<file path="src/rtl/ura_pkg.sv">
package ura_pkg;

  // Sizes of the conversion.
  localparam int VALUE_BITS   = 32;
  localparam int MAX_DIGITS   = 32;
  localparam int IN_VALUE_W   = 32;
  localparam int DIGIT_CHAR_W = 6;
  localparam int DIGIT_W      = 4;
  localparam int RADIX_W      = 4;

  // Configuration port.
  localparam int CFG_DATA_W  = 32;
  localparam int CFG_ADDR_W  = 3;
  localparam int CFG_IDX_LSB = 2;
  localparam logic REG_RADIX = 1'b0;

  // Bits of the input field that take part in the conversion.
  localparam int USE_BITS = (VALUE_BITS < IN_VALUE_W) ? VALUE_BITS : IN_VALUE_W;

  // The divider retires DIV_STEP dividend bits per cycle.
  localparam int DIV_STEP   = 8;
  localparam int DIV_CYCLES = (VALUE_BITS + DIV_STEP - 1) / DIV_STEP;
  localparam int PAD_BITS   = DIV_CYCLES * DIV_STEP;
  localparam int DCYC_W     = (DIV_CYCLES > 1) ? $clog2(DIV_CYCLES) : 1;

  // Digit count and digit store pointer.
  localparam int CNT_W = $clog2(MAX_DIGITS + 1);
  localparam int PTR_W = $clog2(MAX_DIGITS);

  localparam logic [RADIX_W-1:0]      RADIX_RESET = 4'd10;
  localparam logic [RADIX_W-1:0]      RADIX_MIN   = 4'd2;
  localparam logic [RADIX_W-1:0]      RADIX_MAX   = 4'd10;
  localparam logic [DIGIT_CHAR_W-1:0] ASCII_ZERO  = 6'd48;
  localparam logic [DIGIT_CHAR_W-1:0] ASCII_NINE  = 6'd57;

  typedef enum logic [2:0] {
    ST_IDLE,
    ST_DIV,
    ST_CHECK,
    ST_FETCH,
    ST_EMIT
  } ura_state_t;

  // Commands from the controller to the datapath.
  typedef struct packed {
    logic load;
    logic div;
    logic rd_init;
    logic fetch;
    logic advance;
  } ura_cmd_t;

  // Status from the datapath to the controller.
  typedef struct packed {
    logic div_last;
    logic quot_zero;
    logic cnt_full;
    logic rd_zero;
  } ura_stat_t;

  // Clamp the programmed base into two through ten.
  function automatic logic [RADIX_W-1:0] effective_radix(input logic [RADIX_W-1:0] r);
    logic [RADIX_W-1:0] res;
    res = r;
    if (r < RADIX_MIN) begin
      res = RADIX_MIN;
    end else if (r > RADIX_MAX) begin
      res = RADIX_MAX;
    end
    return res;
  endfunction

endpackage

</file>
<file path="src/rtl/ura_if.sv">
// Input channel: one value to convert per item.
interface ura_in_if;
  import ura_pkg::*;
  logic                  valid;
  logic                  ready;
  logic [IN_VALUE_W-1:0] value;

  modport source (output valid, output value, input ready);
  modport sink   (input valid, input value, output ready);
endinterface

// Result channel: one ASCII digit per item.
interface ura_out_if;
  import ura_pkg::*;
  logic                    valid;
  logic                    ready;
  logic [DIGIT_CHAR_W-1:0] digit_char;
  logic                    last;

  modport source (output valid, output digit_char, output last, input ready);
  modport sink   (input valid, input digit_char, input last, output ready);
endinterface

</file>
<file path="src/rtl/unsigned_radix_to_ascii_unit.sv">
// Converts an unsigned value to ASCII digits in a programmable base (two through
// ten, clamped), most significant digit first, with last set on the final digit;
// zero gives the single digit '0'. One value is handled at a time: the divider
// (8 dividend bits per cycle) produces every digit in turn, each followed by a
// check state, and the digits are then read back from the single-port digit store
// and presented one by one, where the output side may stall each of them. The
// radix register sits at byte address 0 and must be written while the block is
// idle.
module unsigned_radix_to_ascii_unit (
  input  logic                             clk,
  input  logic                             rst_n,
  ura_in_if.sink                           in_ch,
  ura_out_if.source                        out_ch,
  input  logic                             cfg_psel,
  input  logic                             cfg_penable,
  input  logic                             cfg_pwrite,
  input  logic [ura_pkg::CFG_ADDR_W-1:0]   cfg_paddr,
  input  logic [ura_pkg::CFG_DATA_W-1:0]   cfg_pwdata,
  output logic [ura_pkg::CFG_DATA_W-1:0]   cfg_prdata,
  output logic                             cfg_pready
);
  import ura_pkg::*;

  logic [RADIX_W-1:0] radix_r;
  ura_cmd_t           cmd;
  ura_stat_t          stat;
  logic               cfg_wr;

  // Configuration register.
  assign cfg_pready = 1'b1;
  assign cfg_wr     = cfg_psel && cfg_penable && cfg_pwrite && cfg_pready;

  always_ff @(posedge clk) begin
    if (!rst_n) begin
      radix_r <= RADIX_RESET;
    end else if (cfg_wr && (cfg_paddr[CFG_IDX_LSB] == REG_RADIX)) begin
      radix_r <= cfg_pwdata[RADIX_W-1:0];
    end
  end

  assign cfg_prdata = (cfg_paddr[CFG_IDX_LSB] == REG_RADIX) ?
                      CFG_DATA_W'(radix_r) : '0;

  // Sequencer.
  ura_ctrl u_ctrl (
    .clk       (clk),
    .rst_n     (rst_n),
    .in_valid  (in_ch.valid),
    .in_ready  (in_ch.ready),
    .out_ready (out_ch.ready),
    .out_valid (out_ch.valid),
    .stat      (stat),
    .cmd       (cmd)
  );

  // Divider, digit store and output data.
  ura_dp u_dp (
    .clk        (clk),
    .cmd        (cmd),
    .value      (in_ch.value),
    .radix      (radix_r),
    .stat       (stat),
    .digit_char (out_ch.digit_char),
    .last       (out_ch.last)
  );

`ifndef SYNTHESIS
  // Input and output never overlap: one value is in flight at a time.
  a_one_item: assert property (@(posedge clk) disable iff (!rst_n)
    !(in_ch.ready && out_ch.valid))
    else $error("input ready while a digit is pending");

  // Every presented character is a decimal digit.
  a_digit_range: assert property (@(posedge clk) disable iff (!rst_n)
    out_ch.valid |-> (out_ch.digit_char >= ASCII_ZERO && out_ch.digit_char <= ASCII_NINE))
    else $error("digit character out of range");

  // Taking the final digit frees the block for the next value.
  a_last_frees: assert property (@(posedge clk) disable iff (!rst_n)
    (out_ch.valid && out_ch.ready && out_ch.last) |=> in_ch.ready)
    else $error("block not idle after final digit");
`endif

endmodule

</file>
<file path="src/rtl/ura_ctrl.sv">
module ura_ctrl (
  input  logic               clk,
  input  logic               rst_n,
  input  logic               in_valid,
  output logic               in_ready,
  input  logic               out_ready,
  output logic               out_valid,
  input  ura_pkg::ura_stat_t stat,
  output ura_pkg::ura_cmd_t  cmd
);
  import ura_pkg::*;

  ura_state_t state_r;
  ura_state_t state_nxt;

  // State register.
  always_ff @(posedge clk) begin
    if (!rst_n) begin
      state_r <= ST_IDLE;
    end else begin
      state_r <= state_nxt;
    end
  end

  // Next state.
  always_comb begin
    state_nxt = state_r;
    case (state_r)
      ST_IDLE: begin
        if (in_valid) state_nxt = ST_DIV;
      end
      ST_DIV: begin
        if (stat.div_last) state_nxt = ST_CHECK;
      end
      ST_CHECK: begin
        if (stat.quot_zero || stat.cnt_full) begin
          state_nxt = ST_FETCH;
        end else begin
          state_nxt = ST_DIV;
        end
      end
      ST_FETCH: begin
        state_nxt = ST_EMIT;
      end
      ST_EMIT: begin
        if (out_ready) begin
          state_nxt = stat.rd_zero ? ST_IDLE : ST_FETCH;
        end
      end
      default: begin
        state_nxt = ST_IDLE;
      end
    endcase
  end

  // Outputs and datapath commands.
  always_comb begin
    in_ready  = 1'b0;
    out_valid = 1'b0;
    cmd       = '0;
    case (state_r)
      ST_IDLE: begin
        in_ready = 1'b1;
        cmd.load = in_valid;
      end
      ST_DIV: begin
        cmd.div = 1'b1;
      end
      ST_CHECK: begin
        cmd.rd_init = stat.quot_zero || stat.cnt_full;
      end
      ST_FETCH: begin
        cmd.fetch = 1'b1;
      end
      ST_EMIT: begin
        out_valid   = 1'b1;
        cmd.advance = out_ready && !stat.rd_zero;
      end
      default: begin
        in_ready = 1'b0;
      end
    endcase
  end

endmodule

</file>
<file path="src/rtl/ura_dp.sv">
module ura_dp (
  input  logic                                clk,
  input  ura_pkg::ura_cmd_t                   cmd,
  input  logic [ura_pkg::IN_VALUE_W-1:0]      value,
  input  logic [ura_pkg::RADIX_W-1:0]         radix,
  output ura_pkg::ura_stat_t                  stat,
  output logic [ura_pkg::DIGIT_CHAR_W-1:0]    digit_char,
  output logic                                last
);
  import ura_pkg::*;

  logic [PAD_BITS-1:0]  quot_r;
  logic [DIGIT_W-1:0]   rem_r;
  logic [RADIX_W-1:0]   base_r;
  logic [DCYC_W-1:0]    dcyc_r;
  logic [CNT_W-1:0]     cnt_r;
  logic [PTR_W-1:0]     rd_ptr_r;
  logic [DIGIT_W-1:0]   rd_data_r;
  logic [DIGIT_W-1:0]   digit_mem_r [MAX_DIGITS];

  logic [DIGIT_W-1:0]   rem_nxt;
  logic [DIV_STEP-1:0]  qbits;
  logic [CNT_W-1:0]     cnt_m1;

  // Restoring division of DIV_STEP dividend bits by the latched base.
  always_comb begin : div_step
    logic [DIGIT_W:0] trial;
    rem_nxt = rem_r;
    qbits   = '0;
    trial   = '0;
    for (int i = 0; i < DIV_STEP; i++) begin
      trial = {rem_nxt, quot_r[PAD_BITS-1-i]};
      if (trial >= {1'b0, base_r}) begin
        trial              = trial - {1'b0, base_r};
        qbits[DIV_STEP-1-i] = 1'b1;
      end
      rem_nxt = trial[DIGIT_W-1:0];
    end
  end

  assign stat.div_last  = (dcyc_r == DCYC_W'(DIV_CYCLES - 1));
  assign stat.quot_zero = (quot_r == '0);
  assign stat.cnt_full  = (cnt_r == CNT_W'(MAX_DIGITS));
  assign stat.rd_zero   = (rd_ptr_r == '0);

  assign cnt_m1 = cnt_r - CNT_W'(1);

  // Quotient, remainder and digit count.
  always_ff @(posedge clk) begin
    if (cmd.load) begin
      quot_r <= PAD_BITS'(value[USE_BITS-1:0]);
      rem_r  <= '0;
      base_r <= effective_radix(radix);
      dcyc_r <= '0;
      cnt_r  <= '0;
    end else if (cmd.div) begin
      quot_r <= {quot_r[PAD_BITS-DIV_STEP-1:0], qbits};
      if (stat.div_last) begin
        rem_r  <= '0;
        dcyc_r <= '0;
        cnt_r  <= cnt_r + CNT_W'(1);
      end else begin
        rem_r  <= rem_nxt;
        dcyc_r <= dcyc_r + DCYC_W'(1);
      end
    end
  end

  // Digit store: written least significant digit first.
  always_ff @(posedge clk) begin
    if (cmd.div && stat.div_last) begin
      digit_mem_r[cnt_r[PTR_W-1:0]] <= rem_nxt;
    end
  end

  // Read back from the most significant digit down.
  always_ff @(posedge clk) begin
    if (cmd.rd_init) begin
      rd_ptr_r <= cnt_m1[PTR_W-1:0];
    end else if (cmd.advance) begin
      rd_ptr_r <= rd_ptr_r - PTR_W'(1);
    end
    if (cmd.fetch) begin
      rd_data_r <= digit_mem_r[rd_ptr_r];
    end
  end

  assign digit_char = ASCII_ZERO + DIGIT_CHAR_W'(rd_data_r);
  assign last       = stat.rd_zero;

endmodule

</file>
<file path="src/flat_wrapper.sv">
// flat-port wrapper written by rule: the top's interface ports become plain ports
module unsigned_radix_to_ascii_unit_flat import ura_pkg::*;
  (clk, rst_n, cfg_psel, cfg_penable, cfg_pwrite, cfg_paddr, cfg_pwdata, cfg_prdata, cfg_pready, in_ch_valid, in_ch_value, in_ch_ready, out_ch_valid, out_ch_digit_char, out_ch_last, out_ch_ready);
  ura_in_if in_ch_i ();
  ura_out_if out_ch_i ();
  input  logic clk;
  input  logic rst_n;
  input  logic cfg_psel;
  input  logic cfg_penable;
  input  logic cfg_pwrite;
  input  logic [ura_pkg::CFG_ADDR_W-1:0] cfg_paddr;
  input  logic [ura_pkg::CFG_DATA_W-1:0] cfg_pwdata;
  output logic [ura_pkg::CFG_DATA_W-1:0] cfg_prdata;
  output logic cfg_pready;
  input wire logic [$bits(in_ch_i.valid)-1:0] in_ch_valid;
  input wire logic [$bits(in_ch_i.value)-1:0] in_ch_value;
  output wire logic [$bits(in_ch_i.ready)-1:0] in_ch_ready;
  output wire logic [$bits(out_ch_i.valid)-1:0] out_ch_valid;
  output wire logic [$bits(out_ch_i.digit_char)-1:0] out_ch_digit_char;
  output wire logic [$bits(out_ch_i.last)-1:0] out_ch_last;
  input wire logic [$bits(out_ch_i.ready)-1:0] out_ch_ready;
  assign in_ch_i.valid = in_ch_valid;
  assign in_ch_i.value = in_ch_value;
  assign in_ch_ready = in_ch_i.ready;
  assign out_ch_valid = out_ch_i.valid;
  assign out_ch_digit_char = out_ch_i.digit_char;
  assign out_ch_last = out_ch_i.last;
  assign out_ch_i.ready = out_ch_ready;
  unsigned_radix_to_ascii_unit u_core (.clk(clk), .rst_n(rst_n), .in_ch(in_ch_i), .out_ch(out_ch_i), .cfg_psel(cfg_psel), .cfg_penable(cfg_penable), .cfg_pwrite(cfg_pwrite), .cfg_paddr(cfg_paddr), .cfg_pwdata(cfg_pwdata), .cfg_prdata(cfg_prdata), .cfg_pready(cfg_pready));
endmodule
</file>
<file path="config.mk">
export PLATFORM = sky130hd
export DESIGN_NAME = unsigned_radix_to_ascii_unit_flat
export DESIGN_NICKNAME = d
export VERILOG_FILES = /design/src/rtl/ura_pkg.sv /design/src/rtl/ura_if.sv /design/src/rtl/unsigned_radix_to_ascii_unit.sv /design/src/rtl/ura_ctrl.sv /design/src/rtl/ura_dp.sv /design/src/flat_wrapper.sv
export SDC_FILE = /design/constraint.sdc
export NUM_CORES = 1
export LEC_CHECK = 0
export ABC_AREA = 1
export BUFFER_PORTS_ARGS = -buffer_cell sky130_fd_sc_hd__buf_2
export CAP_MARGIN = 5
export CORE_ASPECT_RATIO = 0.8
export CORE_MARGIN = 1
export CORE_UTILIZATION = 65
export CTS_BUF_LIST = sky130_fd_sc_hd__clkbuf_8
export CTS_CLUSTER_DIAMETER = 150
export DETAILED_ROUTE_END_ITERATION = 10
export GPL_TIMING_DRIVEN = 1
export PLACE_DENSITY = 0.95
export SLEW_MARGIN = 30
export SYNTH_ARGS = -nofsm -noshare
export SYNTH_HDL_FRONTEND = slang
export SYNTH_SLANG_ARGS = --single-unit
</file>
<file path="constraint.sdc">
create_clock -name clk -period 32.5 [get_ports clk]
set_input_delay 0 -clock clk [delete_from_list [all_inputs] [get_ports clk]]
set_output_delay 0 -clock clk [all_outputs]
set_load 0.02 [all_outputs]
</file>
# Yosys cells after proc, flatten, opt, wreduce, memory -nomap -nowiden

Memory sizes are Yosys's and may differ from the RTL's. A register that Yosys moved wholly into a read port is not among the register bits.
Index checks and enable logic that the tools add are counted.

Input bits: 74
Output and inout port bits: 42
RAM bits: 128
Logic and storage cells: 97
Register bits after elaboration: 60
Memories kept: 1

Reduce and logical (&&, ||, !) cells: 15
Bitwise logic cells: 1
$add $sub $neg: 13
$lt $le $gt $ge: 10
Mux-type cells: 39
Equal/unequal tests: 9

Memories:

| memory                  | depth | bits a word | rd ports | clocked after Yosys merged registers in | write ports | RTL line     | text |
|---|---|---|---|---|---|---|---|
| u_core.u_dp.digit_mem_r | 32    | 4           | 1        | 1                                       | 1           | ura_dp.sv:19 | `logic [DIGIT_W-1:0] digit_mem_r [MAX_DIGITS];` |

Operators with widths:

| kind                                                 | count |
|---|---|
| two-way mux 32 bit                                   | 2 |
| two-way mux 4 bit                                    | 11 |
| greater-or-equal comparator 5 x 4 -> 1 bit           | 8 |
| zero test 32 bit                                     | 1 |
| subtractor 4 bit                                     | 8 |
| two-way mux 1 bit                                    | 17 |
| one-hot mux 3 bit (5 select lines)                   | 1 |
| two-way mux 5 bit                                    | 2 |
| subtractor 5 x 1 -> 5 bit (second input constant)    | 2 |
| two-way mux 3 bit                                    | 3 |
| adder 5 x 5 -> 6 bit (first input constant)          | 1 |
| adder 6 x 1 -> 6 bit (second input constant)         | 1 |
| equality test 3 x 2 -> 1 bit (second input constant) | 2 |
| equality test 6 bit (second input constant)          | 1 |
| two-way mux 2 bit                                    | 3 |
| != test 2 bit (second input constant)                | 3 |
| logical AND 1 bit                                    | 5 |
| zero test 5 bit                                      | 1 |
| > comparator 4 bit (second input constant)           | 1 |
| < comparator 4 x 2 -> 1 bit (second input constant)  | 1 |
| nonzero test 2 bit                                   | 2 |
| equality test 3 x 1 -> 1 bit (second input constant) | 1 |
| equality test 3 bit (second input constant)          | 1 |
| zero test 3 bit                                      | 1 |
| 8 further kinds                                      | 8 |

# Logic depth before layout (Yosys ltp)

Depth after elaboration: 18
Mapped depth: 78
Depth with buffers taken out: 78

# Modules after synthesis

A second synthesis with hierarchy kept.

Cell total of the unflattened synthesis: 1054
Area total of the unflattened synthesis: 10234.8 µm²

By module, submodules not included:

| module                       | cells an instance | seq. area each (µm²) | area each (µm²) | times used |
|---|---|---|---|---|
| ura_dp                       | 951               | 5435.2               | 9560.4          | 1 |
| unsigned_radix_to_ascii_unit | 67                | 80.1                 | 450.4           | 1 |
| ura_ctrl                     | 36                | 60.1                 | 224.0           | 1 |

# Worst setup path after synthesis

OpenSTA, ideal clock, no wires.

Path type: register to register
From: register u_core.u_dp.base_r[1]
To: memory u_core.u_dp.digit_mem_r[0][1] (data pin)
Cell stages (with the launch flop): 74
Setup time: 0.344 ns
Slack: 21.562 ns
Path buffers: 0
Data arrival time: 10.594 ns
Required time: 32.156 ns
Clock period less this slack: 10.938 ns
Cell sequence: edfxtp_1 -> inv_1 -> ha_1 -> nand2_1 -> clkinv_1 -> nand2_1 -> nand2_2 -> nand2_4 -> nand2_4 -> nand2_1 -> nand2_1 -> ha_1 -> a21oi_1 -> o21bai_1 -> nor2_2 -> nand3_4 -> nand2_1 -> nand2_1 -> [38 not listed] -> ha_1 -> a21oi_1 -> inv_1 -> o21a_1 -> nor3_1 -> nand3_4 -> nand2_1 -> nand2_1 -> ha_1 -> a21oi_1 -> inv_1 -> nor2_1 -> nor2_1 -> nor3_1 -> inv_1 -> nor2_4 -> nand3_1 -> and2_1

Cells in the longest elaborated chain, start to end: 16
Elaborated cells between the ends (all ways): 24
Classes of those cells: add/sub (8); order compare (8); mux (8)

RTL lines:

| what                                                                           | RTL line                   | text |
|---|---|---|
| start: declaration                                                             | ura_dp.sv:14               | `logic [RADIX_W-1:0] base_r;` |
| start signal: assignment                                                       | ura_dp.sv:53               | `base_r <= effective_radix(radix);` |
| subtractor 4 bit or greater-or-equal comparator 5 x 4 -> 1 bit (tied branches) | ura_dp.sv:34, ura_dp.sv:33 |  |
| two-way mux 4 bit                                                              | ura_dp.sv:33               | `if (trial >= {1'b0, base_r}) begin` |
| subtractor 4 bit or greater-or-equal comparator 5 x 4 -> 1 bit (tied branches) | ura_dp.sv:34, ura_dp.sv:33 |  |
| two-way mux 4 bit                                                              | ura_dp.sv:33               |  |
| subtractor 4 bit or greater-or-equal comparator 5 x 4 -> 1 bit (tied branches) | ura_dp.sv:34, ura_dp.sv:33 |  |
| two-way mux 4 bit                                                              | ura_dp.sv:33               |  |
| greater-or-equal comparator 5 x 4 -> 1 bit or subtractor 4 bit (tied branches) | ura_dp.sv:33, ura_dp.sv:34 |  |
| two-way mux 4 bit                                                              | ura_dp.sv:33               |  |
| subtractor 4 bit or greater-or-equal comparator 5 x 4 -> 1 bit (tied branches) | ura_dp.sv:34, ura_dp.sv:33 |  |
| two-way mux 4 bit                                                              | ura_dp.sv:33               |  |
| subtractor 4 bit or greater-or-equal comparator 5 x 4 -> 1 bit (tied branches) | ura_dp.sv:34, ura_dp.sv:33 |  |
| two-way mux 4 bit                                                              | ura_dp.sv:33               |  |
| greater-or-equal comparator 5 x 4 -> 1 bit or subtractor 4 bit (tied branches) | ura_dp.sv:33, ura_dp.sv:34 |  |
| two-way mux 4 bit                                                              | ura_dp.sv:33               |  |
| subtractor 4 bit or greater-or-equal comparator 5 x 4 -> 1 bit (tied branches) | ura_dp.sv:34, ura_dp.sv:33 |  |
| two-way mux 4 bit *                                                            | ura_dp.sv:33               |  |
| via u_core.u_dp.div_step.trial[1]                                              | ura_dp.sv:27               | `logic [DIGIT_W:0] trial;` |
| end: declaration                                                               | ura_dp.sv:19               |  |

The timed path passes the listed nets; every way through them passes the cells marked *.

# Worst setup path in the final report

From: register u_core.u_dp.base_r[1]
To: memory u_core.u_dp.digit_mem_r[3][0] (data pin)

Cells in the longest elaborated chain, start to end: 16
Elaborated cells between the ends (all ways): 23
Classes of those cells: add/sub (7); order compare (8); mux (8)

RTL lines:

| what                                                                           | RTL line |
|---|---|
| subtractor 4 bit or greater-or-equal comparator 5 x 4 -> 1 bit (tied branches) | ura_dp.sv:34, ura_dp.sv:33 |
| two-way mux 4 bit                                                              | ura_dp.sv:33 |
| subtractor 4 bit or greater-or-equal comparator 5 x 4 -> 1 bit (tied branches) | ura_dp.sv:34, ura_dp.sv:33 |
| two-way mux 4 bit                                                              | ura_dp.sv:33 |
| subtractor 4 bit or greater-or-equal comparator 5 x 4 -> 1 bit (tied branches) | ura_dp.sv:34, ura_dp.sv:33 |
| two-way mux 4 bit                                                              | ura_dp.sv:33 |
| greater-or-equal comparator 5 x 4 -> 1 bit or subtractor 4 bit (tied branches) | ura_dp.sv:33, ura_dp.sv:34 |
| two-way mux 4 bit                                                              | ura_dp.sv:33 |
| subtractor 4 bit or greater-or-equal comparator 5 x 4 -> 1 bit (tied branches) | ura_dp.sv:34, ura_dp.sv:33 |
| two-way mux 4 bit                                                              | ura_dp.sv:33 |
| subtractor 4 bit or greater-or-equal comparator 5 x 4 -> 1 bit (tied branches) | ura_dp.sv:34, ura_dp.sv:33 |
| two-way mux 4 bit                                                              | ura_dp.sv:33 |
| subtractor 4 bit or greater-or-equal comparator 5 x 4 -> 1 bit (tied branches) | ura_dp.sv:34, ura_dp.sv:33 |
| two-way mux 4 bit                                                              | ura_dp.sv:33 |
| greater-or-equal comparator 5 x 4 -> 1 bit *                                   | ura_dp.sv:33 |
| two-way mux 4 bit *                                                            | ura_dp.sv:33 |
| via u_core.u_dp.div_step.trial[0]                                              | ura_dp.sv:27 |

Marks and branches as above.

==> results_dict.tcl <==
set metrics [dict create \
    skew_ns 0.0324 \
    drt_iter0_drc 1722 \
    postCtsSetupBuffers 0 \
    yosysSeqAreaShare_pct 55.3 \
    postSynthCellCount 1027 \
    grt_pass1_wl_um 43300 \
    final_max_slew_viol_count 0 \
    setup_violations 0 \
    gp_routability_congestion 0.922 \
    crit_required_ns 32.71 \
    htreeDepth 4 \
    setup_tns_ns 0 \
    rows 40 \
    period_needed_ns 13.45 \
    dp_hpwl_um 16100 \
    ys_seq_elements 192 \
    cap_violations 0 \
    worst_pin_slew_ns 0.864 \
    gr-total-overflow 0 \
    grt_use_total_pct 36.6 \
    arrival_ns 13.66 \
    io_pins 116 \
    cts_sinks 192 \
    drc_errors 0 \
    max_slew_margin_pct 42.0 \
    core_area_mm2 0.0151 \
    max_freq_ghz 0.0744 \
    utilization_pct 74.3 \
    via_per_inst 6.40 \
    finalWirelength_um 27900 \
    cts-resized-gates 0 \
    initial_core_util_pct 66.9 \
    final_hold_viol_count 0 \
    first_pass_iters 7 \
    cp_slowest_cell "edfxtp_1" \
    netlist_area_mm2 0.0101 \
    synth.distinct_cells 44 \
    wl_per_cell_um 20.9 \
    clock_path_buffers 2 \
    critPathMaxFanout 20 \
    yosysMostFrequentCell "nand2_1" \
    synth_edf_count 173 \
    chipHeight_um 113 \
    grt_setup_unrepaired "no" \
    worstSetupPathType "flop to flop" \
    synth_area_leader_cell "edfxtp_1" \
    status "finished, final reports clean" \
    path_clk_slew_ns 0.10 \
    dieArea_mm2 0.0160 \
    finalCritPeriodShare_pct 41.4 \
    die_w_um 141 \
    cts-root-buf "clkbuf_8" \
    min_path_type "primary input to flop" \
    yosysWarnings 0 \
    numCtsBuffers 17 \
    worstSkewPairLatency_ns 0.49 \
    fillCellCount 865 \
    critPathMostFrequentCell "nand2_1" \
    reg2reg_slack_ns 19.05 \
    vias 8538 \
    holdPathStages 3 \
    nets 1230 \
    area_growth_pct 11.1 \
    placed_area_mm2 0.0104 \
    synth_commonest_cells "183 x nand2_1, 173 x edfxtp_1, 146 x nor2_1, 91 x inv_1, 87 x o21ai_0" \
    hold_ws_ns 0.0316 \
    ant_nets 0 \
    worstSetupEndpointType "flop" \
    start_kind "flop" \
    grt_max_degree 66 \
    ys.flop_type "edfxtp_1" \
    fin_area_mm2 0.0112 \
    slowest_delay_ns 0.71 \
    grt_pass1_vias 8059 \
    antenna_found_initial 2 \
    synthArstFlopShare_pct 0 \
    cts_tree "done" \
    port_buffers 54 \
    r2r_cells 75 \
    avgSynthCellArea_um2 9.82 \
    drive_gt1_share_pct 11.4 \
    yosys-top-cells-area "edfxtp_1 52%, nand2_1 6.8%, nor2_1 5.4%" \
    synth_top_area_share_pct 51.5 \
]
[routing by layer]
layer	track usage (%)	vias to the layer above	part of all wire (%)
met5	0	-	0
met1	47.3	3904	35
li1	-	3653	-
met2	55.5	785	44
met4	23.8	0	7.1
met3	9.24	196	14
[metrics by stage]
step / std cells / setup WS, ns
2_1_floorplan: 1056 / 21.56
5_1_grt: 1335 / 17.90
3_3_place_gp: 1259 / 19.84
4_1_cts: 1332 / 19.45
3_5_place_dp: 1260 / 19.52
6_report: 1335 / 19.05
[cells by family after synthesis]
| family | share of synthesized area, % |
|---|---|
| and+or+nand+nor | 19.9 |
| DFF | 55.3 |
| other | 0.0745 |
| buffers and inverters | 7.18 |
| xor gates and xnor gates | 1.22 |
| AOI/OAI and AO/OA | 10.1 |
| adders and majority gates | 6.30 |
[critical path, delay by kind of cell (launching register included)]
| kind | cells | cell delay, ns |
|---|---|---|
| AND/OR/NAND/NOR | 40 | 5.39 |
| adder cells (fa/ha/maj) | 8 | 2.63 |
| AO/OA/AOI/OAI | 13 | 2.60 |
| buffers and inverters | 14 | 1.80 |
| flip-flops | 1 | 0.71 |
[placed cells by master (no fill, tap or decap), types with 3 or more instances in the layout]
cell type,count
clkinv_2,6
a21oi_1,18
xnor2_1,4
nand3_2,5
xor2_1,10
ha_1,38
nor4_1,9
nand2_1,183
nor2_1,145
conb_1,31
inv_2,5
dlygate4sd3_1,40
buf_4,4
nand2_4,7
nand2_2,3
nor3_1,15
a31oi_1,10
o211ai_1,4
buf_2,54
clkinv_1,5
o21ai_0,87
fa_1,8
o22ai_1,13
clkbuf_8,17
edfxtp_1,173
nand3_4,7
o21ai_1,8
nand3_1,41
nand4_1,8
nor2_2,6
inv_1,91
o221ai_1,22
dfxtp_1,19
[final cells by class]
type	count	area (um2)	share of cell area, %
diodes	2	5.00	0.0447
clock buffers	17	234	2.09
clock inverters	15	129	1.15
inverters	97	365	3.26
multi-input cells	702	3900	34.8
flip-flops and latches	192	5580	49.8
well taps	210	263	2.35
repair buffers	100	731	6.52
[repair_timing]
action | 4_1_cts | 5_1_grt
hold buffers | 40 | 0
endpoints found under the setup margin | 0 | 0
endpoints found under the hold margin | 36 | 0
[flip-flops by register name, indices dropped and copies added, names as in the netlist]
register and cells:
u_core.radix_r 4, u_core.u_dp.rd_ptr_r 5, u_core.u_ctrl.state_r 3, u_core.u_dp.cnt_r 6, u_core.u_dp.digit_mem_r 128, u_core.u_dp.quot_r 32
u_core.u_dp.dcyc_r 2, u_core.u_dp.rd_data_r 4, u_core.u_dp.rem_r 4, u_core.u_dp.base_r 4
[worst paths after layout]
kind	end	start
worst min-delay path	u_core.u_dp.quot_r[4]	in_ch_value[4]
worst max-delay path	u_core.u_dp.digit_mem_r[3][0]	u_core.u_dp.base_r[1]
worst max register to register	u_core.u_dp.digit_mem_r[3][0]	u_core.u_dp.base_r[1]
worst min register to register	u_core.u_dp.cnt_r[5]	u_core.u_dp.cnt_r[5]
Power is left out: the tool's default activity adds up to more than one toggle a clock period on the data nets, which glitch-free logic cannot reach.
